==> config.mk <==
export PLATFORM = sky130hd
export DESIGN_NAME = directory_archive_deframer_top
export DESIGN_NICKNAME = d
export VERILOG_FILES = /design/src/dad_pkg.sv /design/src/dad_cfg.sv /design/src/dad_parser.sv /design/src/dad_out_stage.sv /design/src/directory_archive_deframer_top.sv
export VERILOG_INCLUDE_DIRS = /design/src /design/src/src
export SDC_FILE = /design/constraint.sdc
export NUM_CORES = 1
export LEC_CHECK = 0
export BUFFER_PORTS_ARGS = -buffer_cell sky130_fd_sc_hd__clkbuf_2
export CORE_MARGIN = 2
export CORE_UTILIZATION = 38
export DETAILED_ROUTE_END_ITERATION = 6
export MAX_ROUTING_LAYER = met4
export PLACE_DENSITY_LB_ADDON = 0.05
export SLEW_MARGIN = 20
export SYNTH_ARGS = -nofsm -noshare
export SYNTH_HDL_FRONTEND = slang
export SYNTH_SLANG_ARGS = --single-unit
==> constraint.sdc <==
create_clock -name aclk -period 9.8 [get_ports aclk]
set_input_delay 1.96 -clock aclk [delete_from_list [all_inputs] [get_ports aclk]]
set_output_delay 1.96 -clock aclk [all_outputs]
set_load 0.005 [all_outputs]
==> src/directory_archive_deframer_top_defines.svh <==
// Assertion macros shared by the deframer RTL.
// DAD_ASSERT checks on every rising aclk edge outside reset.
// DAD_ASSERT_ALWAYS checks on every rising aclk edge, reset included.
`ifndef DIRECTORY_ARCHIVE_DEFRAMER_TOP_DEFINES_SVH
`define DIRECTORY_ARCHIVE_DEFRAMER_TOP_DEFINES_SVH

`ifndef ASSERT_OFF
`define DAD_ASSERT(lbl, prop, msg) \
    lbl: assert property (@(posedge aclk) disable iff (!aresetn) prop) else $error(msg);
`define DAD_ASSERT_ALWAYS(lbl, prop, msg) \
    lbl: assert property (@(posedge aclk) prop) else $error(msg);
`else
`define DAD_ASSERT(lbl, prop, msg)
`define DAD_ASSERT_ALWAYS(lbl, prop, msg)
`endif

`endif

==> src/dad_pkg.sv <==
`default_nettype none

package dad_pkg;

    localparam int LENGTH_BITS_DEF = 32;
    localparam int APB_ADDR_BITS   = 4;
    localparam int APB_DATA_BITS   = 32;

    // register indexes (byte address = 4 * index)
    localparam logic [1:0] REG_SEPARATOR = 2'd0;
    localparam logic [1:0] REG_DIR_MARK  = 2'd1;
    localparam logic [1:0] REG_FILE_MARK = 2'd2;

    // byte kinds
    localparam logic [3:0] KIND_MARKER     = 4'd0;
    localparam logic [3:0] KIND_DIR_NAME   = 4'd1;
    localparam logic [3:0] KIND_DIR_END    = 4'd2;
    localparam logic [3:0] KIND_FILE_NAME  = 4'd3;
    localparam logic [3:0] KIND_LEN_DIGIT  = 4'd4;
    localparam logic [3:0] KIND_LEN_END    = 4'd5;
    localparam logic [3:0] KIND_CONTENT    = 4'd6;
    localparam logic [3:0] KIND_FILE_END   = 4'd7;
    localparam logic [3:0] KIND_EMPTY_SKIP = 4'd8;
    localparam logic [3:0] KIND_ERROR      = 4'd9;

    // error codes
    localparam logic [1:0] ERR_NONE  = 2'd0;
    localparam logic [1:0] ERR_PARSE = 2'd1;
    localparam logic [1:0] ERR_SIZE  = 2'd2;

    localparam logic [7:0] ASCII_ZERO = 8'd48;
    localparam logic [7:0] ASCII_NINE = 8'd57;

    typedef struct packed {
        logic [7:0] separator_byte;
        logic [7:0] directory_marker;
        logic [7:0] file_marker;
    } cfg_t;

    typedef struct packed {
        logic [3:0]  byte_kind;
        logic [7:0]  echo_byte;
        logic [31:0] file_length;
        logic [1:0]  error_code;
    } res_t;

endpackage

`default_nettype wire

==> src/dad_cfg.sv <==
`default_nettype none

module dad_cfg (
    input  wire logic                                 aclk,
    input  wire logic                                 aresetn,
    input  wire logic                                 psel,
    input  wire logic                                 penable,
    input  wire logic                                 pwrite,
    input  wire logic [dad_pkg::APB_ADDR_BITS-1:0]    paddr,
    input  wire logic [dad_pkg::APB_DATA_BITS-1:0]    pwdata,
    output logic      [dad_pkg::APB_DATA_BITS-1:0]    prdata,
    output logic                                      pready,
    output dad_pkg::cfg_t                             cfg
);
    import dad_pkg::*;

    cfg_t       cfg_reg;
    cfg_t       cfg_next;
    logic       wr_en;
    logic [1:0] reg_idx;

    assign pready  = 1'b1;
    assign wr_en   = psel & penable & pwrite & pready;
    assign reg_idx = paddr[3:2];
    assign cfg     = cfg_reg;

    always_comb begin
        cfg_next = cfg_reg;
        if (wr_en) begin
            case (reg_idx)
                REG_SEPARATOR: cfg_next.separator_byte   = pwdata[7:0];
                REG_DIR_MARK:  cfg_next.directory_marker = pwdata[7:0];
                REG_FILE_MARK: cfg_next.file_marker      = pwdata[7:0];
                default:       cfg_next = cfg_reg;
            endcase
        end
    end

    always_ff @(posedge aclk) begin
        if (!aresetn) begin
            cfg_reg.separator_byte   <= 8'd0;
            cfg_reg.directory_marker <= 8'd68;
            cfg_reg.file_marker      <= 8'd70;
        end else begin
            cfg_reg <= cfg_next;
        end
    end

    always_comb begin
        case (reg_idx)
            REG_SEPARATOR: prdata = {24'd0, cfg_reg.separator_byte};
            REG_DIR_MARK:  prdata = {24'd0, cfg_reg.directory_marker};
            REG_FILE_MARK: prdata = {24'd0, cfg_reg.file_marker};
            default:       prdata = '0;
        endcase
    end

endmodule

`default_nettype wire

==> src/dad_parser.sv <==
`default_nettype none

module dad_parser #(
    parameter int LENGTH_BITS = dad_pkg::LENGTH_BITS_DEF
) (
    input  wire logic          aclk,
    input  wire logic          aresetn,
    input  wire logic          in_valid,
    input  wire logic [7:0]    data_byte,
    input  wire logic          start_flag,
    input  wire dad_pkg::cfg_t cfg,
    output dad_pkg::res_t      res
);
    import dad_pkg::*;

    `include "directory_archive_deframer_top_defines.svh"

    localparam int WIDE = LENGTH_BITS + 4;

    typedef enum logic [7:0] {
        PH_AWAIT     = 8'b0000_0001,
        PH_DIR_NAME  = 8'b0000_0010,
        PH_FILE_NAME = 8'b0000_0100,
        PH_LENGTH    = 8'b0000_1000,
        PH_CONTENT   = 8'b0001_0000,
        PH_SKIP      = 8'b0010_0000,
        PH_ERR_PARSE = 8'b0100_0000,
        PH_ERR_SIZE  = 8'b1000_0000
    } phase_t;

    // length_reg holds the parsed length, then counts down the content bytes left
    phase_t                 phase_reg, phase_next, phase_eff;
    logic [LENGTH_BITS-1:0] length_reg, length_next, length_eff;
    logic                   digit_seen_reg, digit_seen_next, digit_eff;

    logic                   is_sep;
    logic                   is_digit;
    logic [3:0]             digit;
    logic [WIDE-1:0]        len_wide;
    logic [WIDE-1:0]        scaled;
    logic                   overflow;
    logic [LENGTH_BITS+31:0] flen_wide;

    assign is_sep    = (data_byte == cfg.separator_byte);
    assign is_digit  = (data_byte >= ASCII_ZERO) && (data_byte <= ASCII_NINE);
    assign digit     = 4'(data_byte - ASCII_ZERO);

    // start clears the parser before this byte is handled
    assign phase_eff  = start_flag ? PH_AWAIT : phase_reg;
    assign length_eff = start_flag ? '0 : length_reg;
    assign digit_eff  = start_flag ? 1'b0 : digit_seen_reg;

    // length * 10 + digit with four guard bits to catch overflow
    assign len_wide  = {4'd0, length_eff};
    assign scaled    = (len_wide << 3) + (len_wide << 1) + WIDE'(digit);
    assign overflow  = |scaled[WIDE-1:LENGTH_BITS];
    assign flen_wide = {32'd0, length_eff};

    always_comb begin
        phase_next      = phase_eff;
        length_next     = length_eff;
        digit_seen_next = digit_eff;
        res.byte_kind   = KIND_ERROR;
        res.echo_byte   = data_byte;
        res.file_length = 32'd0;
        res.error_code  = ERR_NONE;

        case (phase_eff)
            PH_AWAIT: begin
                if (data_byte == cfg.directory_marker) begin
                    phase_next    = PH_DIR_NAME;
                    res.byte_kind = KIND_MARKER;
                end else if (data_byte == cfg.file_marker) begin
                    phase_next    = PH_FILE_NAME;
                    res.byte_kind = KIND_MARKER;
                end else begin
                    phase_next = PH_ERR_PARSE;
                end
            end
            PH_DIR_NAME: begin
                if (is_sep) begin
                    phase_next    = PH_AWAIT;
                    res.byte_kind = KIND_DIR_END;
                end else begin
                    res.byte_kind = KIND_DIR_NAME;
                end
            end
            PH_FILE_NAME: begin
                if (is_sep) begin
                    phase_next      = PH_LENGTH;
                    length_next     = '0;
                    digit_seen_next = 1'b0;
                end
                res.byte_kind = KIND_FILE_NAME;
            end
            PH_LENGTH: begin
                if (is_sep) begin
                    if (!digit_eff) begin
                        phase_next = PH_ERR_PARSE;
                    end else begin
                        res.byte_kind   = KIND_LEN_END;
                        res.file_length = flen_wide[31:0];
                        digit_seen_next = 1'b0;
                        phase_next      = (length_eff == '0) ? PH_SKIP : PH_CONTENT;
                    end
                end else if (is_digit) begin
                    if (overflow) begin
                        phase_next = PH_ERR_SIZE;
                    end else begin
                        length_next     = scaled[LENGTH_BITS-1:0];
                        digit_seen_next = 1'b1;
                        res.byte_kind   = KIND_LEN_DIGIT;
                    end
                end else begin
                    phase_next = PH_ERR_PARSE;
                end
            end
            PH_CONTENT: begin
                if (is_sep && length_eff == '0) begin
                    phase_next    = PH_AWAIT;
                    res.byte_kind = KIND_FILE_END;
                end else if (length_eff == '0) begin
                    phase_next = PH_ERR_SIZE;
                end else begin
                    length_next   = length_eff - LENGTH_BITS'(1);
                    res.byte_kind = KIND_CONTENT;
                end
            end
            PH_SKIP: begin
                phase_next    = PH_AWAIT;
                length_next   = '0;
                res.byte_kind = KIND_EMPTY_SKIP;
            end
            default: begin
                phase_next = phase_eff;
            end
        endcase

        if (res.byte_kind == KIND_ERROR) begin
            res.error_code = (phase_next == PH_ERR_SIZE) ? ERR_SIZE : ERR_PARSE;
        end
    end

    always_ff @(posedge aclk) begin
        if (!aresetn) begin
            phase_reg      <= PH_AWAIT;
            length_reg     <= '0;
            digit_seen_reg <= 1'b0;
        end else if (in_valid) begin
            phase_reg      <= phase_next;
            length_reg     <= length_next;
            digit_seen_reg <= digit_seen_next;
        end
    end

    `DAD_ASSERT(a_sticky_error,
        (in_valid && !start_flag &&
         (phase_reg == PH_ERR_PARSE || phase_reg == PH_ERR_SIZE)) |-> res.byte_kind == KIND_ERROR,
        "error phase left without start")
    `DAD_ASSERT(a_content_no_digit, (phase_reg == PH_CONTENT) |-> !digit_seen_reg,
        "digit flag still set during content")
    `DAD_ASSERT(a_skip_zero_len, (phase_reg == PH_SKIP) |-> length_reg == '0,
        "skip phase with nonzero length")
    `DAD_ASSERT(a_error_code_set, (res.byte_kind == KIND_ERROR) |-> res.error_code != ERR_NONE,
        "error kind without error code")

endmodule

`default_nettype wire

==> src/dad_out_stage.sv <==
`default_nettype none

module dad_out_stage (
    input  wire logic          aclk,
    input  wire logic          aresetn,
    input  wire logic          in_valid,
    output logic               in_ready,
    input  wire dad_pkg::res_t in_res,
    output logic               out_valid,
    input  wire logic          out_ready,
    output dad_pkg::res_t      out_res
);
    import dad_pkg::*;

    `include "directory_archive_deframer_top_defines.svh"

    res_t out_res_reg;
    res_t skid_res_reg;
    logic out_valid_reg;
    logic skid_valid_reg;
    logic out_free;
    logic in_take;

    assign in_ready  = !skid_valid_reg;
    assign in_take   = in_valid && in_ready;
    assign out_free  = !out_valid_reg || out_ready;
    assign out_valid = out_valid_reg;
    assign out_res   = out_res_reg;

    always_ff @(posedge aclk) begin
        if (!aresetn) begin
            out_valid_reg  <= 1'b0;
            skid_valid_reg <= 1'b0;
        end else if (out_free) begin
            if (skid_valid_reg) begin
                out_valid_reg  <= 1'b1;
                skid_valid_reg <= 1'b0;
            end else begin
                out_valid_reg <= in_take;
            end
        end else if (in_take) begin
            skid_valid_reg <= 1'b1;
        end
    end

    always_ff @(posedge aclk) begin
        if (out_free) begin
            out_res_reg <= skid_valid_reg ? skid_res_reg : in_res;
        end
        if (!out_free && in_take) begin
            skid_res_reg <= in_res;
        end
    end

    `DAD_ASSERT_ALWAYS(a_skid_needs_out, skid_valid_reg |-> out_valid_reg,
        "skid holds data while output is empty")
    `DAD_ASSERT(a_stall_to_skid, (in_take && out_valid_reg && !out_ready) |=> skid_valid_reg,
        "transaction taken during stall was not parked")
    `DAD_ASSERT(a_skid_drains, (skid_valid_reg && out_ready) |=> out_valid_reg && !skid_valid_reg,
        "skid entry did not move to output")

endmodule

`default_nettype wire

==> src/directory_archive_deframer_top.sv <==
`default_nettype none

// Channel   Ports           tdata (low bit up)                       tuser
// input     s_t*            [7:0] data_byte                          [0] start_flag
// output    m_t*            [7:0] echo_byte, [39:8] file_length,     [3:0] byte_kind
//                           [41:40] error_code, [47:42] zero
// config    APB p*          regs at 0x0 separator, 0x4 dir marker, 0x8 file marker
//
// One byte per clock while s_tready is high: each accepted transaction is classified in
// the cycle it is taken and loaded at that same edge into the output register, offered
// from the next cycle on, or into the skid entry while the output stalls.
// Throughput is set by the parser's state feedback loop (one byte per update).
// The output register plus a one-entry skid keep s_tready high while a result
// waits; s_tready drops only when both are full.
// aresetn is synchronous, active low; it empties the output path, returns the
// parser to await a record marker and loads the register reset values.
// start_flag on a byte clears the parser before that byte is handled.
module directory_archive_deframer_top #(
    parameter int LENGTH_BITS = dad_pkg::LENGTH_BITS_DEF
) (
    input  wire logic                              aclk,
    input  wire logic                              aresetn,
    // input stream
    input  wire logic                              s_tvalid,
    output logic                                   s_tready,
    input  wire logic [7:0]                        s_tdata,  // [7:0] data_byte
    input  wire logic [0:0]                        s_tuser,  // [0] start_flag
    // result stream
    output logic                                   m_tvalid,
    input  wire logic                              m_tready,
    output logic [47:0]                            m_tdata,  // echo_byte, file_length, error_code
    output logic [3:0]                             m_tuser,  // [3:0] byte_kind
    // configuration
    input  wire logic                              psel,
    input  wire logic                              penable,
    input  wire logic                              pwrite,
    input  wire logic [dad_pkg::APB_ADDR_BITS-1:0] paddr,
    input  wire logic [dad_pkg::APB_DATA_BITS-1:0] pwdata,
    output logic      [dad_pkg::APB_DATA_BITS-1:0] prdata,
    output logic                                   pready
);
    import dad_pkg::*;

    cfg_t cfg;
    res_t parse_res;
    res_t out_res;
    logic s_accept;

    // a transaction advances the parser only when the output path can hold it
    assign s_accept = s_tvalid && s_tready;

    dad_cfg u_cfg (
        .aclk    (aclk),
        .aresetn (aresetn),
        .psel    (psel),
        .penable (penable),
        .pwrite  (pwrite),
        .paddr   (paddr),
        .pwdata  (pwdata),
        .prdata  (prdata),
        .pready  (pready),
        .cfg     (cfg)
    );

    dad_parser #(
        .LENGTH_BITS (LENGTH_BITS)
    ) u_parser (
        .aclk       (aclk),
        .aresetn    (aresetn),
        .in_valid   (s_accept),
        .data_byte  (s_tdata),
        .start_flag (s_tuser[0]),
        .cfg        (cfg),
        .res        (parse_res)
    );

    dad_out_stage u_out (
        .aclk      (aclk),
        .aresetn   (aresetn),
        .in_valid  (s_tvalid),
        .in_ready  (s_tready),
        .in_res    (parse_res),
        .out_valid (m_tvalid),
        .out_ready (m_tready),
        .out_res   (out_res)
    );

    // pack the result fields, zero-fill to whole bytes
    assign m_tdata = {6'd0, out_res.error_code, out_res.file_length, out_res.echo_byte};
    assign m_tuser = out_res.byte_kind;

endmodule

`default_nettype wire
### Yosys cells after proc, flatten, opt, wreduce, memory -nomap -nowiden

Cells that the tools add are included.

| storage, ports and cells | value |
|---|---|
| output and inout port bits | 87 |
| register bits after elaboration | 159 |
| logic and storage cells | 98 |

| cells by class | value |
|---|---|
| equality and inequality tests | 13 |
| add/subtract/negate cells | 4 |
| mux-type cells | 45 |
| reductions and logical operators | 15 |
| $lt $le $gt $ge | 2 |
| bitwise gates (word level) | 3 |

Operator list:

| cell | number |
|---|---|
| 2-to-1 mux 32 bit | 10 |
| case mux 32 bit (4 select lines) | 1 |
| 2-to-1 mux 8 bit | 10 |
| case mux 8 bit (6 select lines) | 1 |
| 2-to-1 mux 46 bit | 1 |
| adder 35 x 33 -> 36 bit | 1 |
| adder 36 x 4 -> 36 bit | 1 |
| zero test 32 bit | 1 |
| 2-to-1 mux 4 bit | 8 |
| subtractor 32 x 1 -> 32 bit, second input constant | 1 |
| equality test 8 bit | 3 |
| case mux 4 bit (6 select lines) | 1 |
| case mux 8 bit (3 select lines) | 1 |
| equality test 8 x 1 -> 1 bit, second input constant | 1 |
| equality test 8 x 2 -> 1 bit, second input constant | 1 |
| equality test 8 x 3 -> 1 bit, second input constant | 1 |
| equality test 8 x 4 -> 1 bit, second input constant | 1 |
| equality test 8 x 5 -> 1 bit, second input constant | 1 |
| equality test 8 x 6 -> 1 bit, second input constant | 1 |
| equality test 8 bit, second input constant | 1 |
| >= comparator 8 x 6 -> 1 bit, second input constant | 1 |
| <= comparator 8 x 6 -> 1 bit, second input constant | 1 |
| 2-to-1 mux 7 bit | 1 |
| 2-to-1 mux 1 bit | 6 |
| other kinds (16) | 26 |

### Logic depth before layout (Yosys ltp)

| logic depth | value |
|---|---|
| depth in word-level cells | 12 |
| depth in mapped cells | 20 |
| mapped depth without buffers | 16 |

### By module

From an unflattened synthesis, not the netlist that was laid out.

| unflattened totals | value |
|---|---|
| cell total of the unflattened synthesis | 1203 |
| area, all modules | 11255.8 µm² |

Modules (own cells, without submodules):

| module | cells an instance | instances | area each (µm²) |
|---|---|---|---|
| dad_parser | 892 | 1 | 6454.9 |
| dad_out_stage | 151 | 1 | 3422.0 |
| dad_cfg | 152 | 1 | 1323.8 |
| directory_archive_deframer_top | 8 | 1 | 55.1 |

### Worst setup path before layout

Ideal clock, no wire load.

| path | value |
|---|---|
| path kind | input to register |
| start point | in s_tuser |
| end point | reg u_out.out_res_reg (netlist bit u_out.out_res[0]), data pin |
| setup time | 0.260 ns |
| cell stages on the path | 18 |
| path buffers | 3 |
| arrival | 6.342 ns |
| path slack | 3.198 ns |
| path through | inv_1 > clkbuf_1 > clkbuf_1 > clkbuf_1 > nand2_1 > inv_1 > ha_1 > fa_1 > a211oi_1 > o211ai_1 > a21o_1 > o211ai_1 > nand3_1 > a221o_1 > a2111oi_4 > o211ai_1 > and3_4 > mux2_2 |

RTL lines:

| element | line | text |
|---|---|---|
| start: declaration | directory_archive_deframer_top.sv:27 | `input wire logic [0:0] s_tuser,` |
| end signal: assignment | dad_out_stage.sv:48 | `out_res_reg <= skid_valid_reg ? skid_res_reg : in_res;` |
| end: declaration | dad_out_stage.sv:17 | `res_t out_res_reg;` |

==> results.py <==
metrics = {
    "outcome": {
        "outcome": "complete, no violations",
    },
    "finish": {
        "final_layout_size_suffix_gt1_share_pct": 13.89,
        "design_area_mm2": 0.01211,
        "final_cell_mix": "142 x nand2_1, 93 x o21ai_0, 92 x edfxtp_1",
        "area_delta_synth_final_pct": 11.77,
        "layoutNonFillerInstCount": 1667,
        "nNetsFinal": 1392,
        "utilization_pct": 43.36,
        "mostFrequentLayoutCell": "nand2_1",
        "antenna_cells": 0,
    },
    "yosys": {
        "yosysUniqueCellTypes": 73,
        "ys_ff_latch": 159,
        "synth_edf_count": 92,
        "netlist_area_mm2": 0.01084,
        "seq_area_frac_synth_pct": 37.87,
        "async_flop_share_pct": 0,
        "synthCells": 1221,
        "synth.yosys.warnings": 0,
        "syn_avg_cell_area_um2": 8.875,
        "ys.flop_type": "edfxtp_1",
    },
    "timing": {
        "worstMarginPinSlew_ns": 1.008,
        "timing.setup.tns_ns": 0,
        "fin_crit_ns": 7.017,
        "worst_hold_slack_ns": 0.4763,
        "drv_slew": 0,
        "fmax_mhz": 142.5,
        "finalSetupViolCount": 0,
        "max_slew_margin_pct": 32.26,
        "hold_viol": 0,
        "rsz0062_at_grt": "false",
        "min_period_over_period_pct": 71.60,
        "setup_slack_ns": 2.783,
        "fin_worst_skew_ns": 0.01150,
    },
    "placement": {
        "placed_cells": 1635,
        "portBuffers": 81,
        "dpl_cell_area_mm2": 0.01153,
        "place_congestion": 0.8960,
        "dp_hpwl_um": 23850,
        "dpl_worst_slack_ns": 2.445,
    },
    "clocking": {
        "cts.sinks": 159,
        "cts_hold_buffers": 0,
        "clkLatencyLatePin_ns": 0.43,
        "ctsLongestPathBuffers": 2,
        "path_clk_slew_ns": 0.07,
        "htreeDepth": 4,
        "cts-root-buf": "clkbuf_16",
        "cts_setup_buffers": 0,
        "cts_tree": "built",
        "cts-resized-gates": 0,
        "cts_made_buffers": 17,
    },
    "global_route": {
        "use_met1_pct": 33.88,
        "first_global_vias": 8749,
        "busiest_layer": "met1",
        "grt.total_usage_pct": 22.66,
        "grt-ovfl-total": 0,
        "grt_pass1_wl_um": 51870,
        "grt_max_degree": 69,
        "grtUsageMet3_pct": 3.562,
        "antenna_found_initial": 0,
        "grtUsageMet2_pct": 31.38,
    },
    "routing": {
        "vias_per_cell": 5.628,
        "routed_wl_um": 33090,
        "first_iter_violations": 737,
        "drc": 0,
        "via_count": 9382,
        "final_antenna_net_count": 0,
        "wl_per_cell_um": 19.85,
        "dr.pass1.iters": 5,
    },
    "die": {
        "initial_core_util_pct": 38.79,
        "die_w_um": 172.9,
        "die_h_um": 172.9,
        "core_area_mm2": 0.02793,
        "die-area_mm2": 0.02988,
        "num_io_pins": 139,
        "row_count": 61,
    },
    "setup_path": {
        "cp-end-kind": "register",
        "worstPathArrival_ns": 7.20,
        "setup.worst_path.class": "input pin to register",
        "critPathRequiredTime_ns": 9.98,
        "cp-start-kind": "input pin",
        "critical_path_peak_fanout": 16,
    },
    "power": {
        "leakage_nw": 5.016,
        "ir_worst_vdd_v": 0.0001102,
        "powerDensity_mw_per_mm2": 132.3,
        "total_power_mw": 1.603,
    },
    "flow_run": {
        "cap_violations": 0,
    },
    "worst_hold_path": {
        "hold_class": "register to register",
    },
}
per-layer routing:
layer  part of all wire [%]  routed length [um]
met1                     50               16490
met2                     42               13790
met3                    7.1                2343
met4                    1.4                 466
met5                      0                   0
critical path, stage by stage:
cell,delay (ns)
clkbuf_2,0.10
inv_1,0.45
nand2_1,0.40
inv_1,0.20
ha_1,0.25
ha_1,0.23
fa_1,0.43
a211oi_1,0.33
o211ai_1,0.24
a21o_1,0.27
o211ai_1,0.26
nand3_1,0.11
a221o_1,0.40
a2111oi_4,0.67
o21ai_0,0.36
and3_4,0.26
mux2_2,0.26
final timing paths:
| kind | endpoint | cells past startpoint | slack (ns) | startpoint |
|---|---|---|---|---|
| max | u_out.out_res[0] | 17 | 2.78 | s_tuser |
| min reg2reg | u_parser.length_reg[31] | 2 | 0.48 | u_parser.length_reg[31] |
| max reg2reg | u_out.out_res[0] | 14 | 4.56 | u_parser.length_reg[0] |
| min | u_parser.length_reg[31] | 2 | 0.48 | u_parser.length_reg[31] |
final cells by class:
class | instances | area [um^2]
clock buffer | 17 | 425.4
timing repair buffer | 103 | 570.5
clock inverter | 15 | 156.4
inverter | 39 | 146.4
multi-input combinational | 956 | 6235
sequential | 159 | 4105
fill | 2823 | 15820
tap | 378 | 473.0
cell usage after synthesis (all sizes together), types with 13 or more instances:
master | number | area, um^2
a21o | 14 | 105.1
a21oi | 90 | 450.4
a31oi | 16 | 100.1
and2 | 18 | 112.6
buf | 38 | 261.5
clkbuf | 58 | 217.7
dfxtp | 67 | 1341
edfxtp | 92 | 2763
ha | 63 | 788.3
inv | 39 | 146.4
mux2 | 25 | 281.5
mux2i | 32 | 320.3
nand2 | 142 | 533.0
nand3 | 29 | 145.1
nand4 | 16 | 100.1
nor2 | 78 | 295.3
nor2b | 32 | 200.2
nor3 | 28 | 140.1
nor4 | 14 | 93.84
o211ai | 13 | 97.59
o21ai | 94 | 470.5
o31ai | 23 | 186.4
xnor2 | 28 | 245.2
xor2 | 28 | 245.2
power breakdown:
group | switching (mW) | internal [mW] | total (mW)
Sequential | 0.0124 | 0.729 | 0.741
Clock | 0.323 | 0.342 | 0.665
Combinational | 0.127 | 0.0690 | 0.196
cell families after synthesis:
logic type,count (synthesis),share of synthesized area [%]
xor+xnor,56,4.526
buf+inv,135,5.773
other cells,2,0.06930
compound gates,348,20.81
mux,57,5.554
flops,159,37.87
simple gates,400,17.94
fa+ha+maj,64,7.459
Note: power is estimated with default switching activity, not from simulation.
